[src/rtl/core/trss_pkg.sv]
`timescale 1ns / 1ps
`default_nettype none
// ----------------------------------------------------------------------------
// trss_pkg
// Types, constants and the hash fold function of the Toeplitz queue selector.
// ----------------------------------------------------------------------------
package trss_pkg;

	localparam int unsigned TABLE_ENTRIES = 16;
	localparam int unsigned KEY_BYTES     = 40;
	localparam int unsigned ENTRY_BITS    = 4;
	localparam int unsigned HASH_BITS     = 32;
	localparam int unsigned SLOT_BITS     = $clog2(TABLE_ENTRIES);
	localparam int unsigned CFG_ADDR_BITS = 3;
	localparam int unsigned CFG_DATA_BITS = 64;
	localparam int unsigned COUNT_BITS    = 5;

	// The longest hashed string is 12 bytes, so no window reaches past key bit
	// 126 and only the first two key words take part in any hash.
	localparam int unsigned USED_KEY_BITS = 128;

	typedef enum logic [CFG_ADDR_BITS-1:0] {
		REG_KEY_WORD_0  = 3'd0,
		REG_KEY_WORD_1  = 3'd1,
		REG_KEY_WORD_2  = 3'd2,
		REG_KEY_WORD_3  = 3'd3,
		REG_KEY_WORD_4  = 3'd4,
		REG_QUEUE_TABLE = 3'd5,
		REG_QUEUE_COUNT = 3'd6
	} cfg_reg_t;

	typedef struct packed {
		logic        is_ipv4;
		logic        is_tcp;
		logic [31:0] src_addr;
		logic [31:0] dst_addr;
		logic [15:0] src_port;
		logic [15:0] dst_port;
	} req_t;

	typedef struct packed {
		logic [ENTRY_BITS-1:0] queue_index;
		logic [HASH_BITS-1:0]  hash_value;
		logic                  hash_valid;
	} res_t;

	typedef struct packed {
		logic [CFG_ADDR_BITS-1:0] addr;
		logic [CFG_DATA_BITS-1:0] wdata;
	} cfg_t;

	// XOR of the 32-bit key windows selected by the set bits of one 32-bit
	// slice of the hashed string. The slice starts at string bit offset.
	function automatic logic [HASH_BITS-1:0] toeplitz_fold(
		input logic [USED_KEY_BITS-1:0] key,
		input logic [31:0]              data,
		input int unsigned              offset
	);
		logic [HASH_BITS-1:0] acc;
		acc = '0;
		for (int unsigned b = 0; b < 32; b++) begin
			if (data[31-b])
				acc = acc ^ key[USED_KEY_BITS-1-(offset+b) -: HASH_BITS];
		end
		return acc;
	endfunction

	// Remainder of a 4-bit entry by the queue count, by restoring division over
	// three quotient bits; a count above the entry leaves it unchanged. Callers
	// exclude counts of zero and one, so the quotient always stays below eight.
	function automatic logic [ENTRY_BITS-1:0] entry_mod(
		input logic [ENTRY_BITS-1:0] entry,
		input logic [COUNT_BITS-1:0] count
	);
		logic [COUNT_BITS+1:0] r;
		logic [COUNT_BITS+1:0] d;
		r = (COUNT_BITS+2)'(entry);
		for (int unsigned s = 0; s < 3; s++) begin
			d = (COUNT_BITS+2)'(count) << (2 - s);
			if (r >= d)
				r = r - d;
		end
		return r[ENTRY_BITS-1:0];
	endfunction

endpackage
`default_nettype wire

[src/rtl/core/trss_if.sv]
`timescale 1ns / 1ps
`default_nettype none
// ----------------------------------------------------------------------------
// trss_if
// Valid/ready channels of the queue selector: header requests, results and
// configuration writes.
// ----------------------------------------------------------------------------
interface trss_req_if import trss_pkg::*; ();
	logic valid;
	logic ready;
	req_t data;
	modport source (output valid, output data, input ready);
	modport sink   (input valid, input data, output ready);
endinterface

interface trss_res_if import trss_pkg::*; ();
	logic valid;
	logic ready;
	res_t data;
	modport source (output valid, output data, input ready);
	modport sink   (input valid, input data, output ready);
endinterface

interface trss_cfg_if import trss_pkg::*; ();
	logic valid;
	logic ready;
	cfg_t data;
	modport source (output valid, output data, input ready);
	modport sink   (input valid, input data, output ready);
endinterface
`default_nettype wire

[src/rtl/core/toeplitz_rss_queue_select.sv]
`timescale 1ns / 1ps
`default_nettype none
// ----------------------------------------------------------------------------
// toeplitz_rss_queue_select
// Toeplitz hash over IPv4 header fields and transmit queue selection.
// ----------------------------------------------------------------------------
// Usage:
// A request on "in" carries the header fields of one packet. One result per
// request leaves on "out" in request order. The pipeline has four register
// stages: source address fold, destination address fold, port fold, then
// send table lookup and queue reduction. The last stage is the output
// register. One request is taken every cycle while the output register can move.
// When the receiver stalls, all stages hold and in.ready drops only while a
// result waits in the output register; nothing is lost or repeated.
// The "cfg" channel is always ready and writes at most one register per request;
// writes are expected only while no request is in flight.
// Reset empties the pipeline, clears the key and send table and sets the
// queue count to one. Key words two to four are accepted but never affect
// the hash, since the hashed string is at most twelve bytes long.
// ----------------------------------------------------------------------------
module toeplitz_rss_queue_select import trss_pkg::*; (
	input  wire           clk,
	input  wire           arst_n,
	trss_req_if.sink      in,
	trss_res_if.source    out,
	trss_cfg_if.sink      cfg
);

	logic [63:0]              key0_q;
	logic [63:0]              key1_q;
	logic [63:0]              table_q;
	logic [COUNT_BITS-1:0]    count_q;
	logic [USED_KEY_BITS-1:0] key;

	assign key       = {key0_q, key1_q};
	assign cfg.ready = 1'b1;

	always_ff @(posedge clk or negedge arst_n) begin
		if (!arst_n) begin
			key0_q  <= '0;
			key1_q  <= '0;
			table_q <= '0;
			count_q <= COUNT_BITS'(1);
		end else if (cfg.valid) begin
			case (cfg.data.addr)
				REG_KEY_WORD_0:  key0_q  <= cfg.data.wdata;
				REG_KEY_WORD_1:  key1_q  <= cfg.data.wdata;
				REG_QUEUE_TABLE: table_q <= cfg.data.wdata;
				REG_QUEUE_COUNT: count_q <= cfg.data.wdata[COUNT_BITS-1:0];
				default: ;
			endcase
		end
	end

	// The whole pipeline advances unless a result waits in the output stage.
	logic adv;
	assign adv      = !out.valid || out.ready;
	assign in.ready = adv;

	logic                 valid_s1, valid_s2, valid_s3, valid_s4;
	logic                 ipv4_s1, ipv4_s2, ipv4_s3;
	logic [31:0]          dst_s1;
	logic [31:0]          ports_s1, ports_s2;
	logic [HASH_BITS-1:0] hash_s1, hash_s2, hash_s3;
	res_t                 res_s4;

	logic [31:0] src_m;
	logic [31:0] dst_m;
	logic [31:0] ports_m;

	// Non-IPv4 packets hash an all-zero string, which yields a zero hash.
	assign src_m   = in.data.is_ipv4 ? in.data.src_addr : '0;
	assign dst_m   = in.data.is_ipv4 ? in.data.dst_addr : '0;
	assign ports_m = (in.data.is_ipv4 && in.data.is_tcp) ?
		{in.data.src_port, in.data.dst_port} : '0;

	always_ff @(posedge clk or negedge arst_n) begin
		if (!arst_n) begin
			valid_s1 <= 1'b0;
			valid_s2 <= 1'b0;
			valid_s3 <= 1'b0;
			valid_s4 <= 1'b0;
		end else if (adv) begin
			valid_s1 <= in.valid;
			valid_s2 <= valid_s1;
			valid_s3 <= valid_s2;
			valid_s4 <= valid_s3;
		end
	end

	logic [ENTRY_BITS-1:0] entry;
	logic [ENTRY_BITS-1:0] queue;

	assign entry = table_q[hash_s3[SLOT_BITS-1:0]*ENTRY_BITS +: ENTRY_BITS];
	assign queue = (ipv4_s3 && count_q > COUNT_BITS'(1)) ?
		entry_mod(entry, count_q) : '0;

	always_ff @(posedge clk) begin
		if (adv) begin
			ipv4_s1  <= in.data.is_ipv4;
			dst_s1   <= dst_m;
			ports_s1 <= ports_m;
			hash_s1  <= toeplitz_fold(key, src_m, 0);

			ipv4_s2  <= ipv4_s1;
			ports_s2 <= ports_s1;
			hash_s2  <= hash_s1 ^ toeplitz_fold(key, dst_s1, 32);

			ipv4_s3  <= ipv4_s2;
			hash_s3  <= hash_s2 ^ toeplitz_fold(key, ports_s2, 64);

			res_s4.queue_index <= queue;
			res_s4.hash_value  <= hash_s3;
			res_s4.hash_valid  <= ipv4_s3;
		end
	end

	assign out.valid = valid_s4;
	assign out.data  = res_s4;

endmodule
`default_nettype wire

[src/flat_wrapper.sv]
// flat-port wrapper written by rule: the top's interface ports become plain ports
module toeplitz_rss_queue_select_flat import trss_pkg::*;
  (clk, arst_n, in_valid, in_data, in_ready, out_valid, out_data, out_ready, cfg_valid, cfg_data, cfg_ready);
  trss_req_if in_i ();
  trss_res_if out_i ();
  trss_cfg_if cfg_i ();
  input  wire clk;
  input  wire arst_n;
  input wire logic [$bits(in_i.valid)-1:0] in_valid;
  input wire logic [$bits(in_i.data)-1:0] in_data;
  output wire logic [$bits(in_i.ready)-1:0] in_ready;
  output wire logic [$bits(out_i.valid)-1:0] out_valid;
  output wire logic [$bits(out_i.data)-1:0] out_data;
  input wire logic [$bits(out_i.ready)-1:0] out_ready;
  input wire logic [$bits(cfg_i.valid)-1:0] cfg_valid;
  input wire logic [$bits(cfg_i.data)-1:0] cfg_data;
  output wire logic [$bits(cfg_i.ready)-1:0] cfg_ready;
  assign in_i.valid = in_valid;
  assign in_i.data = in_data;
  assign in_ready = in_i.ready;
  assign out_valid = out_i.valid;
  assign out_data = out_i.data;
  assign out_i.ready = out_ready;
  assign cfg_i.valid = cfg_valid;
  assign cfg_i.data = cfg_data;
  assign cfg_ready = cfg_i.ready;
  toeplitz_rss_queue_select u_core (.clk(clk), .arst_n(arst_n), .in(in_i), .out(out_i), .cfg(cfg_i));
endmodule
[config.mk]
export PLATFORM = sky130hd
export DESIGN_NAME = toeplitz_rss_queue_select_flat
export DESIGN_NICKNAME = d
export VERILOG_FILES = /design/src/rtl/core/trss_pkg.sv /design/src/rtl/core/trss_if.sv /design/src/rtl/core/toeplitz_rss_queue_select.sv /design/src/flat_wrapper.sv
export SDC_FILE = /design/constraint.sdc
export NUM_CORES = 2
export LEC_CHECK = 0
export BUFFER_PORTS_ARGS = -buffer_cell sky130_fd_sc_hd__buf_2
export CORE_UTILIZATION = 41
export CTS_BUF_LIST = sky130_fd_sc_hd__clkbuf_16
export DETAILED_ROUTE_END_ITERATION = 8
export PLACE_DENSITY = 0.64
export SETUP_SLACK_MARGIN = 0.4
export SLEW_MARGIN = 20
export SYNTH_ARGS = -nofsm -noshare
export SYNTH_HDL_FRONTEND = slang
export SYNTH_SLANG_ARGS = --single-unit
export TNS_END_PERCENT = 5
[constraint.sdc]
create_clock -name clk -period 24.6 [get_ports clk]
set_clock_uncertainty 0.1 [all_clocks]
set_input_delay 4.92 -clock clk [delete_from_list [all_inputs] [get_ports clk]]
set_output_delay 4.92 -clock clk [all_outputs]
set_load 0.05 [all_outputs]
==> results.sh <==
export IMPL_numClockSinks=432
export IMPL_period_minus_slack_ns=10.94
export IMPL_syn_avg_cell_area_sq_um=7.435
export IMPL_critical_path_slowest_cell="nand2b_4"
export IMPL_synthFlopType="edfxtp_1"
export IMPL_grt_pass1_vias=52370
export IMPL_synth_seq_cells=432
export IMPL_peakVddDrop_mv=0.08999
export IMPL_yosys_warnings=0
export IMPL_dp_hpwl_um=135500
export IMPL_rsz0062_at_grt="no"
export IMPL_clk_pin_slew_ns=0.07
export IMPL_wire_per_inst_um=25.96
export IMPL_start_util_pct=41.33
export IMPL_numPortBuffers=208
export IMPL_mappedNetlistNets=7827
export IMPL_crit_fanout=49
export IMPL_fin_tns_setup_ns=0
export IMPL_worst_slew_pin_slew_ns=1.289
export IMPL_cts_setup_buffers=0
export IMPL_critPathKind="in -> out"
export IMPL_grt_max_degree=83
export IMPL_gp_congestion=0.9294
export IMPL_period_share_pct=44.48
export IMPL_die_width_um=374.3
export IMPL_cp_cell_sequence="buf_2 -> nand2b_4 -> buf_2"
export IMPL_wl_um=240500
export IMPL_cts_hold_buffers=0
export IMPL_rows=136
export IMPL_final_common_cell="nand2_1"
export IMPL_holdCritPathClass="reg -> reg"
export IMPL_cellPowerDensity_nw_per_um2=161.1
export IMPL_cts_made_buffers=47
export IMPL_drc=0
export IMPL_clk_root_buffer_cell="clkbuf_16"
export IMPL_synth_largest_area_cell="xnor2_1"
export IMPL_synthTopCellsByArea="xnor2_1 (35%), nand2_1 (20%), edfxtp_1 (12%), xor2_1 (11%), dfrtp_1 (8.8%)"
export IMPL_yosysTopAreaCellShare_pct=35.50
export IMPL_setup_slack_ns=13.66
export IMPL_clk_latency_ns=0.66
export IMPL_htreeDepth=2
export IMPL_postSynthCellCount=7642
export IMPL_vias=54580
export IMPL_maxSlewHeadroom_pct=14.08
export IMPL_synth_edf_count=232
export IMPL_avgViaCountPerCell=5.891
export IMPL_grt_util_all_layers_pct=33.07
export IMPL_status="completed"
export IMPL_end_kind="output port"
export IMPL_pre_cts_ws_ns=13.66
export IMPL_hold_violations=0
export IMPL_overflow=0
export IMPL_finalPower_mw=9.777
export IMPL_setup_viol=0
export IMPL_cp_required_ns=19.58
export IMPL_fin_util_pct=44.14
export IMPL_drive_gt1_share_pct=9.794
export IMPL_worstRegToRegCells=24
export IMPL_postLayoutCellArea_sq_um=60700
export IMPL_cap_violations=0
export IMPL_layout_common_cells="nand2_1 (3096), xnor2_1 (2303), xor2_1 (739)"
export IMPL_start_kind="input port"
export IMPL_fin_hold_ws_ns=0.3105
export IMPL_slew_violations=0
export IMPL_cts_resized_gates=0
export IMPL_antenna_left=0
export IMPL_arrival_ns=5.92
export IMPL_ios=210
export IMPL_grt_pass1_wl_um=346800
export IMPL_dpl_cell_area_sq_um=59040
export IMPL_area_growth_synth_to_final_pct=6.817
export IMPL_place_inst=9171
export IMPL_p_leak_nw=20.46
export IMPL_yosys_cell_types_count=57
export IMPL_async_flop_share_pct=46.30
export IMPL_die_area_sq_um=140100
export IMPL_slowest_delay_ns=0.51
export IMPL_yosysSeqAreaShare_pct=21.07
export IMPL_clockBufferDepth=3
export IMPL_drt_pass1_iter_count=8
export IMPL_antenna_found_initial=13
export IMPL_cp_common_cell="buf_2"
export IMPL_fmax_mhz=91.38
export IMPL_die_h_um=374.3
export IMPL_fin_cells=9265
export IMPL_initialDrtViolationCount=8530
export IMPL_whs_path_depth=0
export IMPL_nFillCells=13540
export IMPL_finalNetCount=7611
export IMPL_netlist_area_sq_um=56820
export IMPL_tritoncts="yes"
export IMPL_core_sq_um=137500
[synthesized netlist by cell type, types with 7 or more instances]
cell type and instances:
buf_1 101, inv_1 9, clkbuf_1 537, mux4_2 15, edfxtp_1 232, mux2_2 208
and3_1 32, xnor2_1 2303, nand2_1 3096, ha_1 12, and2_1 65, xor2_1 739
dfrtp_1 199, mux2i_1 7
[report_power, final]
| group | internal [mW] | switching, mW | leakage, nW | total [mW] |
|---|---|---|---|---|
| clock | 0.436 | 0.327 | 0.829 | 0.764 |
| combinational | 3.07 | 4.31 | 14.9 | 7.38 |
| sequential | 1.30 | 0.330 | 4.76 | 1.63 |
| total | 4.81 | 4.97 | 20.5 | 9.78 |
[critical path: cells and delay by family]
kind | cells | cell delay (ns)
buf+inv | 2 | 0.45
simple gates | 1 | 0.51
[layout make-up]
cell class	instances	area, sq um	area share [%]
Antenna cell	7	17.52	0.02886
Timing Repair Buffer	379	2337	3.851
Clock inverter	37	382.9	0.6308
Sequential cell	432	12000	19.77
Multi-Input combinational cell	6555	42420	69.89
Inverter	11	41.29	0.06803
Tap cell	1794	2245	3.698
Clock buffer	50	1251	2.061
[registers in the layout, indices dropped and copies added, names as in the netlist, 5 cells and up]
name / flops
u_core.table_q: 64
u_core.hash_s2: 32
u_core.hash_s1: 32
u_core.out.data: 37
u_core.count_q: 5
u_core.key0_q: 64
u_core.ports_s2: 32
u_core.hash_s3: 32
u_core.dst_s1: 32
u_core.ports_s1: 32
u_core.key1_q: 63
[cells by family (layout without fill, tap and decap cells)]
| logic type | after synthesis | in the layout | synth area share, % |
|---|---|---|---|
| and+or+nand+nor | 3227 | 3227 | 21.91 |
| xor gates and xnor gates | 3042 | 3042 | 46.89 |
| buffers and inverters | 655 | 477 | 4.364 |
| DFF | 432 | 432 | 21.07 |
| muxes | 234 | 234 | 4.926 |
| AOI/OAI and AO/OA | 36 | 36 | 0.4646 |
| adders and majority gates | 15 | 15 | 0.3699 |
| other | 1 | 8 | 0.006600 |
[layer usage]
layer / global-route usage (%) / wire length (um) / up-vias / part of all wire (%)
li1: - / - / 22560 / -
met5: 0 / 86 / - / 0.036
met2: 49.49 / 98620 / 4945 / 41
met1: 40.05 / 81980 / 25380 / 34
met3: 11.10 / 39040 / 1689 / 16
met4: 22.37 / 20770 / 10 / 8.6
[worst paths after layout]
kind | start | to | slack (ns)
max | out_ready | in_ready | 13.66
min | u_core.ipv4_s1 | u_core.ipv4_s2 | 0.31
max reg2reg | u_core.hash_s3[0] | u_core.out.data[33] | 17.03
min reg2reg | u_core.ipv4_s1 | u_core.ipv4_s2 | 0.31
max in group asynchronous | arst_n | u_core.key1_q[42] | 18.15
min in group asynchronous | arst_n | u_core.key0_q[16] | 4.18
No activity file was read; power rests on OpenSTA's default activity.
